### src/design/bisf_pkg.sv
// Shared types, character codes and sequencing helper for the brace indent formatter.
// Used by bisf_ctrl, bisf_dpath and brace_indent_source_formatter; depends on nothing.
package bisf_pkg;

    // Character codes
    localparam logic [7:0] CH_NUL    = 8'h00;
    localparam logic [7:0] CH_TAB    = 8'h09;
    localparam logic [7:0] CH_NL     = 8'h0A;
    localparam logic [7:0] CH_VT     = 8'h0B;
    localparam logic [7:0] CH_FF     = 8'h0C;
    localparam logic [7:0] CH_CR     = 8'h0D;
    localparam logic [7:0] CH_SPACE  = 8'h20;
    localparam logic [7:0] CH_DQUOTE = 8'h22;
    localparam logic [7:0] CH_SQUOTE = 8'h27;
    localparam logic [7:0] CH_COMMA  = 8'h2C;
    localparam logic [7:0] CH_SLASH  = 8'h2F;
    localparam logic [7:0] CH_SEMI   = 8'h3B;
    localparam logic [7:0] CH_BSLASH = 8'h5C;
    localparam logic [7:0] CH_LBRACE = 8'h7B;
    localparam logic [7:0] CH_RBRACE = 8'h7D;

    // Limits
    localparam logic [2:0] MAX_DEPTH    = 3'd7;
    localparam logic [3:0] MAX_UNITS    = 4'd8;
    localparam logic [1:0] NL_CAP_TOP   = 2'd3;
    localparam logic [1:0] NL_CAP_NEST  = 2'd2;
    localparam logic [1:0] NL_RUN_SAT   = 2'd3;

    // Configuration register indexes
    localparam logic CFG_TAB_MODE      = 1'b0;
    localparam logic CFG_INDENT_SPACES = 1'b1;

    typedef enum logic [1:0] {
        ERR_NONE,
        ERR_UNMATCHED,
        ERR_UNCLOSED,
        ERR_OVERFLOW
    } err_t;

    typedef enum logic [2:0] {
        MODE_NORMAL,
        MODE_STR,
        MODE_STR_ESC,
        MODE_CHR,
        MODE_CHR_ESC,
        MODE_CMT_SKIP,
        MODE_CMT_COPY
    } mode_t;

    // Sequencer states: idle, plus one per part of a request's result burst
    typedef enum logic [2:0] {
        ST_IDLE,
        ST_PRE,
        ST_IND,
        ST_MAIN,
        ST_POST,
        ST_STAT
    } state_t;

    // Which parts of the burst are present
    typedef struct packed {
        logic pre;
        logic ind;
        logic main;
        logic post;
        logic stat;
    } plan_t;

    typedef struct packed {
        logic   load;
        logic   emit;
        state_t kind;
        logic   run_end;
    } cmd_t;

    typedef struct packed {
        plan_t plan_new;
        plan_t plan_reg;
        logic  ind_last;
        logic  out_free;
    } status_t;

    // Pick the next part to emit after the given one
    function automatic state_t next_part(plan_t p, state_t from, logic ind_last);
        logic   a_pre;
        logic   a_ind;
        logic   a_main;
        logic   a_post;
        logic   a_stat;
        state_t res;
        a_pre  = 1'b0;
        a_ind  = 1'b0;
        a_main = 1'b0;
        a_post = 1'b0;
        a_stat = 1'b0;
        case (from)
            ST_IDLE: begin
                a_pre  = p.pre;
                a_ind  = p.ind;
                a_main = p.main;
                a_post = p.post;
                a_stat = p.stat;
            end
            ST_PRE: begin
                a_ind  = p.ind;
                a_main = p.main;
                a_post = p.post;
                a_stat = p.stat;
            end
            ST_IND: begin
                a_ind  = !ind_last;
                a_main = p.main;
                a_post = p.post;
                a_stat = p.stat;
            end
            ST_MAIN: begin
                a_post = p.post;
                a_stat = p.stat;
            end
            ST_POST: begin
                a_stat = p.stat;
            end
            default: begin
            end
        endcase
        if (a_pre) begin
            res = ST_PRE;
        end else if (a_ind) begin
            res = ST_IND;
        end else if (a_main) begin
            res = ST_MAIN;
        end else if (a_post) begin
            res = ST_POST;
        end else if (a_stat) begin
            res = ST_STAT;
        end else begin
            res = ST_IDLE;
        end
        return res;
    endfunction

endpackage

### src/design/bisf_ctrl.sv
// Sequencer for the brace indent formatter: accepts requests and steps through result parts.
// Depends on bisf_pkg; drives the command struct of bisf_dpath.
module bisf_ctrl
    import bisf_pkg::*;
(
    input  logic    aclk,
    input  logic    aresetn,
    input  logic    s_valid,
    output logic    s_ready,
    input  status_t status,
    output cmd_t    cmd
);

    state_t state_reg;
    state_t state_next;

    always_ff @(posedge aclk) begin
        if (!aresetn) begin
            state_reg <= ST_IDLE;
        end else begin
            state_reg <= state_next;
        end
    end

    always_comb begin
        state_next = state_reg;
        case (state_reg)
            ST_IDLE: begin
                if (s_valid) begin
                    state_next = next_part(status.plan_new, ST_IDLE, 1'b0);
                end
            end
            ST_PRE, ST_IND, ST_MAIN, ST_POST, ST_STAT: begin
                if (status.out_free) begin
                    state_next = next_part(status.plan_reg, state_reg, status.ind_last);
                end
            end
            default: begin
                state_next = ST_IDLE;
            end
        endcase
    end

    always_comb begin
        s_ready     = 1'b0;
        cmd.load    = 1'b0;
        cmd.emit    = 1'b0;
        cmd.kind    = state_reg;
        cmd.run_end = 1'b0;
        case (state_reg)
            ST_IDLE: begin
                s_ready  = 1'b1;
                cmd.load = s_valid;
            end
            ST_PRE, ST_IND, ST_MAIN, ST_POST, ST_STAT: begin
                cmd.emit    = status.out_free;
                cmd.run_end = (state_next == ST_IDLE);
            end
            default: begin
            end
        endcase
    end

endmodule

### src/design/bisf_dpath.sv
// Datapath of the brace indent formatter: text state, burst plan, indent counters, result register.
// Depends on bisf_pkg; controlled by bisf_ctrl through cmd_t and status_t.
module bisf_dpath
    import bisf_pkg::*;
(
    input  logic       aclk,
    input  logic       aresetn,
    input  logic       cfg_we,
    input  logic       cfg_addr,
    input  logic [3:0] cfg_wdata,
    input  logic [7:0] s_in_byte,
    input  logic [7:0] s_next_byte,
    input  logic       s_is_last,
    input  cmd_t       cmd,
    output status_t    status,
    input  logic       m_ready,
    output logic       m_valid,
    output logic [7:0] m_out_byte,
    output logic       m_byte_valid,
    output logic       m_run_end,
    output logic       m_done_res,
    output logic [1:0] m_error_code
);

    // Configuration
    logic       tab_mode_reg;
    logic [3:0] indent_spaces_reg;

    // Text state
    logic [2:0] nest_depth_reg,    nest_depth_next;
    logic [1:0] newline_run_reg,   newline_run_next;
    logic [7:0] prev_byte_reg,     prev_byte_next;
    logic       line_start_reg,    line_start_next;
    logic       space_emitted_reg, space_emitted_next;
    logic       want_newline_reg,  want_newline_next;
    mode_t      lex_mode_reg,      lex_mode_next;
    err_t       sticky_error_reg,  sticky_error_next;

    // Burst plan and its payload
    plan_t      plan_reg,      plan_next;
    logic [7:0] main_byte_reg, main_byte_next;
    err_t       stat_err_reg,  stat_err_next;
    logic [2:0] ind_depth_reg, ind_depth_next;
    logic [3:0] units_reg,     units_next;
    logic       ind_req;

    // Indent counters
    logic [2:0] lvl_reg;
    logic [3:0] sp_reg;
    logic       sp_wrap;

    // Result register
    logic       m_valid_reg;
    logic [7:0] m_out_byte_reg;
    logic       m_byte_valid_reg;
    logic       m_run_end_reg;
    logic       m_done_res_reg;
    err_t       m_error_code_reg;

    logic [7:0] nxt;
    logic       c_blank;
    logic [7:0] pch;
    err_t       err_after;

    assign nxt     = s_is_last ? CH_NUL : s_next_byte;
    assign c_blank = (s_in_byte == CH_SPACE) || (s_in_byte == CH_TAB) ||
                     (s_in_byte == CH_CR) || (s_in_byte == CH_VT) || (s_in_byte == CH_FF);
    assign pch     = prev_byte_reg;
    assign units_next = tab_mode_reg ? 4'd1 :
                        ((indent_spaces_reg > MAX_UNITS) ? MAX_UNITS : indent_spaces_reg);

    always_ff @(posedge aclk) begin
        if (!aresetn) begin
            tab_mode_reg      <= 1'b0;
            indent_spaces_reg <= 4'd4;
        end else if (cfg_we) begin
            if (cfg_addr == CFG_TAB_MODE) begin
                tab_mode_reg <= cfg_wdata[0];
            end else begin
                indent_spaces_reg <= cfg_wdata;
            end
        end
    end

    // Per-request decision and state update
    always_comb begin
        nest_depth_next    = nest_depth_reg;
        newline_run_next   = newline_run_reg;
        prev_byte_next     = prev_byte_reg;
        line_start_next    = line_start_reg;
        space_emitted_next = space_emitted_reg;
        want_newline_next  = want_newline_reg;
        lex_mode_next      = lex_mode_reg;
        sticky_error_next  = sticky_error_reg;
        plan_next          = '0;
        main_byte_next     = s_in_byte;
        ind_depth_next     = nest_depth_reg;
        ind_req            = 1'b0;
        err_after          = ERR_NONE;
        stat_err_next      = ERR_NONE;

        case (lex_mode_reg)
            MODE_STR, MODE_CHR: begin
                plan_next.main = 1'b1;
                prev_byte_next = s_in_byte;
                if (s_in_byte == CH_BSLASH) begin
                    lex_mode_next = (lex_mode_reg == MODE_STR) ? MODE_STR_ESC : MODE_CHR_ESC;
                end else if (s_in_byte == ((lex_mode_reg == MODE_STR) ? CH_DQUOTE : CH_SQUOTE))
                begin
                    lex_mode_next = MODE_NORMAL;
                end
            end
            MODE_STR_ESC, MODE_CHR_ESC: begin
                plan_next.main = 1'b1;
                lex_mode_next  = (lex_mode_reg == MODE_STR_ESC) ? MODE_STR : MODE_CHR;
            end
            MODE_CMT_SKIP, MODE_CMT_COPY: begin
                prev_byte_next = s_in_byte;
                if (lex_mode_reg == MODE_CMT_COPY || !c_blank) begin
                    plan_next.main = 1'b1;
                    lex_mode_next  = MODE_CMT_COPY;
                    if (s_in_byte == CH_NL) begin
                        line_start_next  = 1'b1;
                        newline_run_next = 2'd1;
                        lex_mode_next    = MODE_NORMAL;
                    end
                end
            end
            default: begin
                lex_mode_next  = MODE_NORMAL;
                prev_byte_next = s_in_byte;
                if (s_in_byte == CH_NL) begin
                    if (newline_run_reg <
                        ((nest_depth_reg == 3'd0) ? NL_CAP_TOP : NL_CAP_NEST)) begin
                        plan_next.main  = 1'b1;
                        line_start_next = 1'b1;
                    end
                    if (newline_run_reg < NL_RUN_SAT) begin
                        newline_run_next = newline_run_reg + 2'd1;
                    end
                    want_newline_next = 1'b0;
                end else if (c_blank) begin
                    if (!line_start_reg && !space_emitted_reg) begin
                        plan_next.main     = 1'b1;
                        main_byte_next     = CH_SPACE;
                        space_emitted_next = 1'b1;
                    end
                end else if (s_in_byte == CH_LBRACE && nxt != CH_LBRACE) begin
                    ind_req = line_start_reg;
                    if (nest_depth_reg >= MAX_DEPTH) begin
                        if (sticky_error_reg == ERR_NONE) begin
                            sticky_error_next = ERR_OVERFLOW;
                        end
                    end else begin
                        nest_depth_next = nest_depth_reg + 3'd1;
                    end
                    plan_next.main    = 1'b1;
                    line_start_next   = 1'b1;
                    want_newline_next = 1'b1;
                end else if (s_in_byte == CH_RBRACE) begin
                    if (pch != CH_RBRACE) begin
                        if (nest_depth_reg == 3'd0) begin
                            if (sticky_error_reg == ERR_NONE) begin
                                sticky_error_next = ERR_UNMATCHED;
                            end
                        end else begin
                            nest_depth_next = nest_depth_reg - 3'd1;
                        end
                        plan_next.pre  = !line_start_reg;
                        ind_req        = 1'b1;
                        ind_depth_next = nest_depth_next;
                    end
                    plan_next.main = 1'b1;
                    if (nxt != CH_LBRACE) begin
                        line_start_next   = 1'b1;
                        want_newline_next = 1'b1;
                    end
                end else begin
                    if (line_start_reg && s_in_byte != CH_SEMI) begin
                        plan_next.pre = want_newline_reg;
                        ind_req       = 1'b1;
                    end
                    newline_run_next   = 2'd0;
                    line_start_next    = 1'b0;
                    space_emitted_next = 1'b0;
                    plan_next.main     = 1'b1;
                    if (s_in_byte == CH_DQUOTE) begin
                        lex_mode_next = MODE_STR;
                    end else if (s_in_byte == CH_SQUOTE) begin
                        lex_mode_next = MODE_CHR;
                    end else if (s_in_byte == CH_SLASH && pch == CH_SLASH) begin
                        plan_next.post = 1'b1;
                        lex_mode_next  = MODE_CMT_SKIP;
                    end else if (s_in_byte == CH_COMMA) begin
                        plan_next.post     = 1'b1;
                        space_emitted_next = 1'b1;
                    end
                end
            end
        endcase

        plan_next.ind = ind_req && (ind_depth_next != 3'd0) && (units_next != 4'd0);

        if (s_is_last) begin
            if (sticky_error_next != ERR_NONE) begin
                err_after = sticky_error_next;
            end else if (nest_depth_next != 3'd0) begin
                err_after = ERR_UNCLOSED;
            end
            plan_next.stat     = 1'b1;
            stat_err_next      = err_after;
            nest_depth_next    = 3'd0;
            newline_run_next   = 2'd0;
            prev_byte_next     = CH_NUL;
            line_start_next    = 1'b1;
            space_emitted_next = 1'b0;
            want_newline_next  = 1'b0;
            lex_mode_next      = MODE_NORMAL;
            sticky_error_next  = ERR_NONE;
        end
    end

    always_ff @(posedge aclk) begin
        if (!aresetn) begin
            nest_depth_reg    <= 3'd0;
            newline_run_reg   <= 2'd0;
            prev_byte_reg     <= CH_NUL;
            line_start_reg    <= 1'b1;
            space_emitted_reg <= 1'b0;
            want_newline_reg  <= 1'b0;
            lex_mode_reg      <= MODE_NORMAL;
            sticky_error_reg  <= ERR_NONE;
            plan_reg          <= '0;
        end else if (cmd.load) begin
            nest_depth_reg    <= nest_depth_next;
            newline_run_reg   <= newline_run_next;
            prev_byte_reg     <= prev_byte_next;
            line_start_reg    <= line_start_next;
            space_emitted_reg <= space_emitted_next;
            want_newline_reg  <= want_newline_next;
            lex_mode_reg      <= lex_mode_next;
            sticky_error_reg  <= sticky_error_next;
            plan_reg          <= plan_next;
        end
    end

    always_ff @(posedge aclk) begin
        if (cmd.load) begin
            main_byte_reg <= main_byte_next;
            stat_err_reg  <= stat_err_next;
            ind_depth_reg <= ind_depth_next;
            units_reg     <= units_next;
        end
    end

    // Indent counters: spaces within a level, then levels
    assign sp_wrap = (sp_reg == units_reg - 4'd1);

    always_ff @(posedge aclk) begin
        if (!aresetn) begin
            lvl_reg <= 3'd0;
            sp_reg  <= 4'd0;
        end else if (cmd.load) begin
            lvl_reg <= 3'd0;
            sp_reg  <= 4'd0;
        end else if (cmd.emit && cmd.kind == ST_IND) begin
            if (sp_wrap) begin
                sp_reg  <= 4'd0;
                lvl_reg <= lvl_reg + 3'd1;
            end else begin
                sp_reg <= sp_reg + 4'd1;
            end
        end
    end

    // Result register
    always_ff @(posedge aclk) begin
        if (!aresetn) begin
            m_valid_reg <= 1'b0;
        end else if (cmd.emit) begin
            m_valid_reg <= 1'b1;
        end else if (m_ready) begin
            m_valid_reg <= 1'b0;
        end
    end

    always_ff @(posedge aclk) begin
        if (cmd.emit) begin
            m_byte_valid_reg <= (cmd.kind != ST_STAT);
            m_done_res_reg   <= (cmd.kind == ST_STAT);
            m_run_end_reg    <= cmd.run_end;
            m_error_code_reg <= (cmd.kind == ST_STAT) ? stat_err_reg : ERR_NONE;
            case (cmd.kind)
                ST_PRE:  m_out_byte_reg <= CH_NL;
                ST_IND:  m_out_byte_reg <= tab_mode_reg ? CH_TAB : CH_SPACE;
                ST_MAIN: m_out_byte_reg <= main_byte_reg;
                ST_POST: m_out_byte_reg <= CH_SPACE;
                default: m_out_byte_reg <= CH_NUL;
            endcase
        end
    end

    assign status.plan_new = plan_next;
    assign status.plan_reg = plan_reg;
    assign status.ind_last = (lvl_reg == ind_depth_reg - 3'd1) && sp_wrap;
    assign status.out_free = !m_valid_reg || m_ready;

    assign m_valid      = m_valid_reg;
    assign m_out_byte   = m_out_byte_reg;
    assign m_byte_valid = m_byte_valid_reg;
    assign m_run_end    = m_run_end_reg;
    assign m_done_res   = m_done_res_reg;
    assign m_error_code = m_error_code_reg;

endmodule

### src/design/brace_indent_source_formatter.sv
// Top level of the brace indent source formatter: sequencer plus datapath.
// Depends on bisf_pkg, bisf_ctrl and bisf_dpath.
//
//   Channel   Direction  Handshake          Payload
//   s_        in         s_valid / s_ready  s_in_byte, s_next_byte, s_is_last
//   m_        out        m_valid / m_ready  m_out_byte, m_byte_valid, m_run_end,
//                                           m_done_res, m_error_code
//   cfg_      in         cfg_we             cfg_addr (0 tab_mode, 1 indent_spaces), cfg_wdata
//
// Results: the sequencer loads one result a cycle into the single output register while
//   the sink takes them; a new request is taken only once the previous burst is loaded.
//   Indent bursts reach 56 bytes, so one request can yield up to 60 results.
// Reset: synchronous on aresetn low; clears text state, sequencer and output valid.
// Stalls: m_ready low holds the output register and freezes the sequencer; the next
//   request is taken while the last result of the previous one still waits.
module brace_indent_source_formatter
    import bisf_pkg::*;
(
    input  logic       aclk,
    input  logic       aresetn,
    // configuration writes
    input  logic       cfg_we,
    input  logic       cfg_addr,
    input  logic [3:0] cfg_wdata,
    // source bytes
    input  logic       s_valid,
    output logic       s_ready,
    input  logic [7:0] s_in_byte,
    input  logic [7:0] s_next_byte,
    input  logic       s_is_last,
    // formatted results
    output logic       m_valid,
    input  logic       m_ready,
    output logic [7:0] m_out_byte,
    output logic       m_byte_valid,
    output logic       m_run_end,
    output logic       m_done_res,
    output logic [1:0] m_error_code
);

    cmd_t    cmd;
    status_t status;

    // Sequence the parts of each request's burst: newline, indent, byte, space, status
    bisf_ctrl u_ctrl (
        .aclk    (aclk),
        .aresetn (aresetn),
        .s_valid (s_valid),
        .s_ready (s_ready),
        .status  (status),
        .cmd     (cmd)
    );

    // Decide the burst at accept, advance text state, count indent, hold the result
    bisf_dpath u_dpath (
        .aclk         (aclk),
        .aresetn      (aresetn),
        .cfg_we       (cfg_we),
        .cfg_addr     (cfg_addr),
        .cfg_wdata    (cfg_wdata),
        .s_in_byte    (s_in_byte),
        .s_next_byte  (s_next_byte),
        .s_is_last    (s_is_last),
        .cmd          (cmd),
        .status       (status),
        .m_ready      (m_ready),
        .m_valid      (m_valid),
        .m_out_byte   (m_out_byte),
        .m_byte_valid (m_byte_valid),
        .m_run_end    (m_run_end),
        .m_done_res   (m_done_res),
        .m_error_code (m_error_code)
    );

    // The status result always closes its request's burst
    a_done_ends_run: assert property (@(posedge aclk) disable iff (!aresetn)
        (m_valid && m_done_res) |-> (m_run_end && !m_byte_valid))
        else $error("status result without run_end");

    // Byte results carry no error code
    a_byte_no_error: assert property (@(posedge aclk) disable iff (!aresetn)
        (m_valid && m_byte_valid) |-> (m_error_code == ERR_NONE && !m_done_res))
        else $error("byte result with error or done flag");

    // No new request is taken while the burst of the previous one is still being loaded
    a_no_accept_mid_burst: assert property (@(posedge aclk) disable iff (!aresetn)
        (cmd.emit && !cmd.run_end) |-> !s_ready)
        else $error("request accepted in the middle of a burst");

endmodule

### config.mk
export PLATFORM = sky130hd
export DESIGN_NAME = brace_indent_source_formatter
export DESIGN_NICKNAME = d
export VERILOG_FILES = /design/src/design/bisf_pkg.sv /design/src/design/bisf_ctrl.sv /design/src/design/bisf_dpath.sv /design/src/design/brace_indent_source_formatter.sv
export SDC_FILE = /design/constraint.sdc
export NUM_CORES = 1
export LEC_CHECK = 0
export ABC_AREA = 1
export BUFFER_PORTS_ARGS = -buffer_cell sky130_fd_sc_hd__buf_2
export CAP_MARGIN = 5
export CORE_MARGIN = 2
export CORE_UTILIZATION = 55
export DETAILED_ROUTE_END_ITERATION = 7
export PLACE_DENSITY = 0.85
export SKIP_LAST_GASP = 1
export SLEW_MARGIN = 20
export SYNTH_ARGS = -nofsm -noshare
export SYNTH_HDL_FRONTEND = slang
export SYNTH_HIERARCHICAL = 1
export SYNTH_SLANG_ARGS = --single-unit
### constraint.sdc
create_clock -name aclk -period 3.4 [get_ports aclk]
set_input_delay 0.68 -clock aclk [delete_from_list [all_inputs] [get_ports aclk]]
set_output_delay 0.68 -clock aclk [all_outputs]
set_load 0.05 [all_outputs]
==> impl_summary.txt <==
----------------------------------------------------
[Synth]
  Cell taking the most area after synthesis ... edfxtp_1
  Distinct cells, synth ... 50
  Synth warnings ... 6
  Synth Net Count ... 634
  Proportion of synthesized chip area in sequential cells ... 40.0%
  Synthesized area divided by synthesized cell count ... 7.28 sq um
  Post-synth EDFFs ... 30
  Cell types occupying the most area after synthesis ... edfxtp_1 (21%), dfxtp_1 (19%), nand2_1 (11%)
  #FFs+latches synth ... 72
  Top-area cell type share of the netlist area ... 20.7%
  Share of async-settable or async-resettable flops after synthesis ... 0%
  Cell count after synthesis ... 598
  Netlist area before placement ... 4360 sq um
  Primary flip-flop cell chosen by synthesis mapping ... dfxtp_1

[Floorplan]
  X dimension of the die ... 93.0 um
  Row cnt ... 32
  Core outline area ... 7690 sq um
  Die area ... 8650 sq um
  Effective utilization at floorplan ... 56.7%
  Boundary pin count ... 42
  Die Span Y ... 93.0 um

[Cells and area]
  Share of post-route cells with drive strength above 1 ... 18.1%
  Number of nets at the end of the flow ... 678
  N_diodes ... 0
  Cell Count, Final, Fillers Out ... 749
  Area growth from synthesis to final layout ... 11.1%

[Worst setup path]
  Crit-path max FO ... 9
  Signal arrival time at the worst endpoint ... 2910 ps
  Kind of end point of the critical path ... register
  Critical path class ... reg -> reg
  Kind of start point of the critical path ... register
  Critical path data required time ... 3520 ps

[Detailed routing]
  1st-iter DRT viols ... 261
  Detailed Route WL ... 9980 um
  Number of nets with antenna violations after routing ... 0
  Post-route DRC violation count ... 0
  Detail-routed net length per standard cell ... 13.3 um
  TritonRoute pass-1 iters ... 6
  Detail-routed via count per cell ... 5.39
  Via count ... 4035

[Pwr]
  Pint ... 1.63 mW
  P per Cell Area ... 581 nW/um^2
  Part of the power in combinational logic ... 36.1%
  Clock share of power ... 22.7%
  Leakage dissipation ... 2.24 nW
  Switching power of the nets ... 1.18 mW
  IR drop worst, VDD ... 0.000334 V
  Net switching share of the total power ... 42.0%
  Reg power frac ... 41.2%

[GRT]
  Wire length of the first global-routing pass ... 16900 um
  Largest net degree at the start of global routing ... 26
  Global route overflow ... 0
  Vias in the first global route ... 3751
  Antenna violations before repair ... 0
  Total global-route track usage ... 24.6%

[Timing]
  Crit share post-route ... 82.0%
  RSZ-0062 raised after global routing ... false
  Total count of max-transition violations in the final report ... 0
  Max-slew headroom ... 55.6%
  Worst hold slack ... 469 ps
  Number of endpoints failing setup at the final stage ... 0
  Shortest clock period the worst path allows after layout ... 2790 ps
  Worst slew pin tran ... 661 ps
  Max Clk Rate ... 0.359 GHz
  Hold Vio Cnt, Final ... 0
  Setup TNS after final layout ... 0 ps
  Clock skew after layout ... 11.3 ps

[Clock network]
  Number of buffers added by the clock tree synthesis step ... 9
  Number of buffers inserted by hold repair at cts ... 0
  Worst-path clk slew ... 80 ps
  Buffers inserted by post-CTS timing repair ... 0
  Clock root buffer ... clkbuf_8
  Worst-case clock buffer depth ... 2
  CTS tree ... yes
  Insertion delay of the later-clocked pin in the worst-skew pair ... 350 ps
  # resized after CTS ... 0
  # H-tree levels ... 3
  Number of sinks driven by the clock tree ... 72

[Place]
  Port bufs ... 41
  Post-placement cell count ... 733
  Final GP Congestion ... 0.919
  Placed wire-length estimate after detailed placement ... 7580 um

[Flow run]
  Max-capacitance violation count ... 0

[Hold path]
  Type of the tightest min-delay check ... reg -> reg

[Run status]
  Run status ... finished, final reports clean

----------------------------------------------------
==> worst max-delay path, cell delays in order (launching register included) <==
cell,delay (ps)
dfxtp_1,530
inv_1,200
ha_1,280
or2_2,280
nand3_1,70
nand2_1,50
o21ai_0,80
nand2_1,70
o21ai_0,70
o21bai_1,100
nor2_1,100
nand2_1,70
and2_1,150
nor2_1,170
o2111ai_2,160
nand3_1,140
nor2_2,40
==> synth_stat cells (6+ instances only) <==
library cell and n:
nand2_1 130, ha_1 9, nand2_2 6, nor2_2 8, nand3_1 35, o22ai_1 11
inv_2 16, nor3_1 11, edfxtp_1 30, o21ai_0 22, clkbuf_1 6, dfxtp_1 42
nor2_1 76, nand4_1 9, a21oi_1 30, inv_1 85, o21ai_1 10
==> kinds of logic (layout without fill, tap and decap cells) <==
group	after synthesis	in the layout	share of synthesized area, %
buffers and inverters	112	161	9.88
DFF	72	72	40.0
adders and majority gates	9	9	2.59
xor gates and xnor gates	10	10	2.01
AOI/OAI and AO/OA	93	93	12.8
and+or+nand+nor	302	302	32.7
==> power by group through the flow <==
stage / sequential [mW] / clock (mW) / combinational (mW)
final: 1.16 / 0.639 / 1.02
after global routing: 1.18 / 0.694 / 1.11
after CTS: 1.16 / 0.655 / 1.01
after detailed placement: 1.18 / 0 / 1.00
after global placement: 1.17 / 0 / 0.980
after floorplan: 1.38 / 0 / 0.570
==> path summary, 6_finish.rpt <==
kind / startpoint / slack [ps] / cells after the start / to
worst max-delay path: u_dpath/nest_depth_reg[0]$_SDFFE_PN0P_ / 610 / 16 / u_dpath/m_run_end$_DFFE_PP_
worst min-delay path: u_dpath/space_emitted_reg$_SDFFE_PN0P_ / 470 / 2 / u_dpath/space_emitted_reg$_SDFFE_PN0P_
worst max register to register: u_dpath/nest_depth_reg[0]$_SDFFE_PN0P_ / 610 / 16 / u_dpath/m_run_end$_DFFE_PP_
worst min register to register: u_dpath/space_emitted_reg$_SDFFE_PN0P_ / 470 / 2 / u_dpath/space_emitted_reg$_SDFFE_PN0P_
==> layout make-up <==
class | instances | area [sq um]
timing repair buffer | 42 | 213
inverter | 103 | 388
multi-input combinational | 414 | 2180
sequential | 72 | 1740
clock inverter | 7 | 62.6
tap | 102 | 128
fill | 677 | 2850
clock buffer | 9 | 124
==> per-layer routing <==
layer / track usage (%) / part of all wire (%) / routed length, um
met3: 6.61 / 7.6 / 760
met5: 0 / 0 / 0
met2: 40.6 / 47 / 4740
met1: 31.2 / 43 / 4290
met4: 8.70 / 1.9 / 187
==> metrics by stage <==
stage	cell area (sq um)	power (mW)	worst slack, ps	utilization (%)
CTS	4840	2.82	620	63.0
finish	4840	2.81	613	63.0
detailed placement	4650	2.18	540	60.5
global route	4840	2.98	356	63.0
floorplan	4360	1.95	848	-
global placement	4650	2.15	629	60.5
==> layout by cell type, fill, tap and decap left out, drive strengths merged, types with 4 or more instances in the layout <==
cell    instances
nor3           12
xnor2           5
o22ai          11
edfxtp         30
o21ai          34
clkinv          4
nand3          38
nand4           9
nand2         141
nor2           91
inv           105
or2             6
clkbuf          9
buf            42
a21oi          33
xor2            5
dfxtp          42
ha              9
Power figures use the tool's default switching activity.
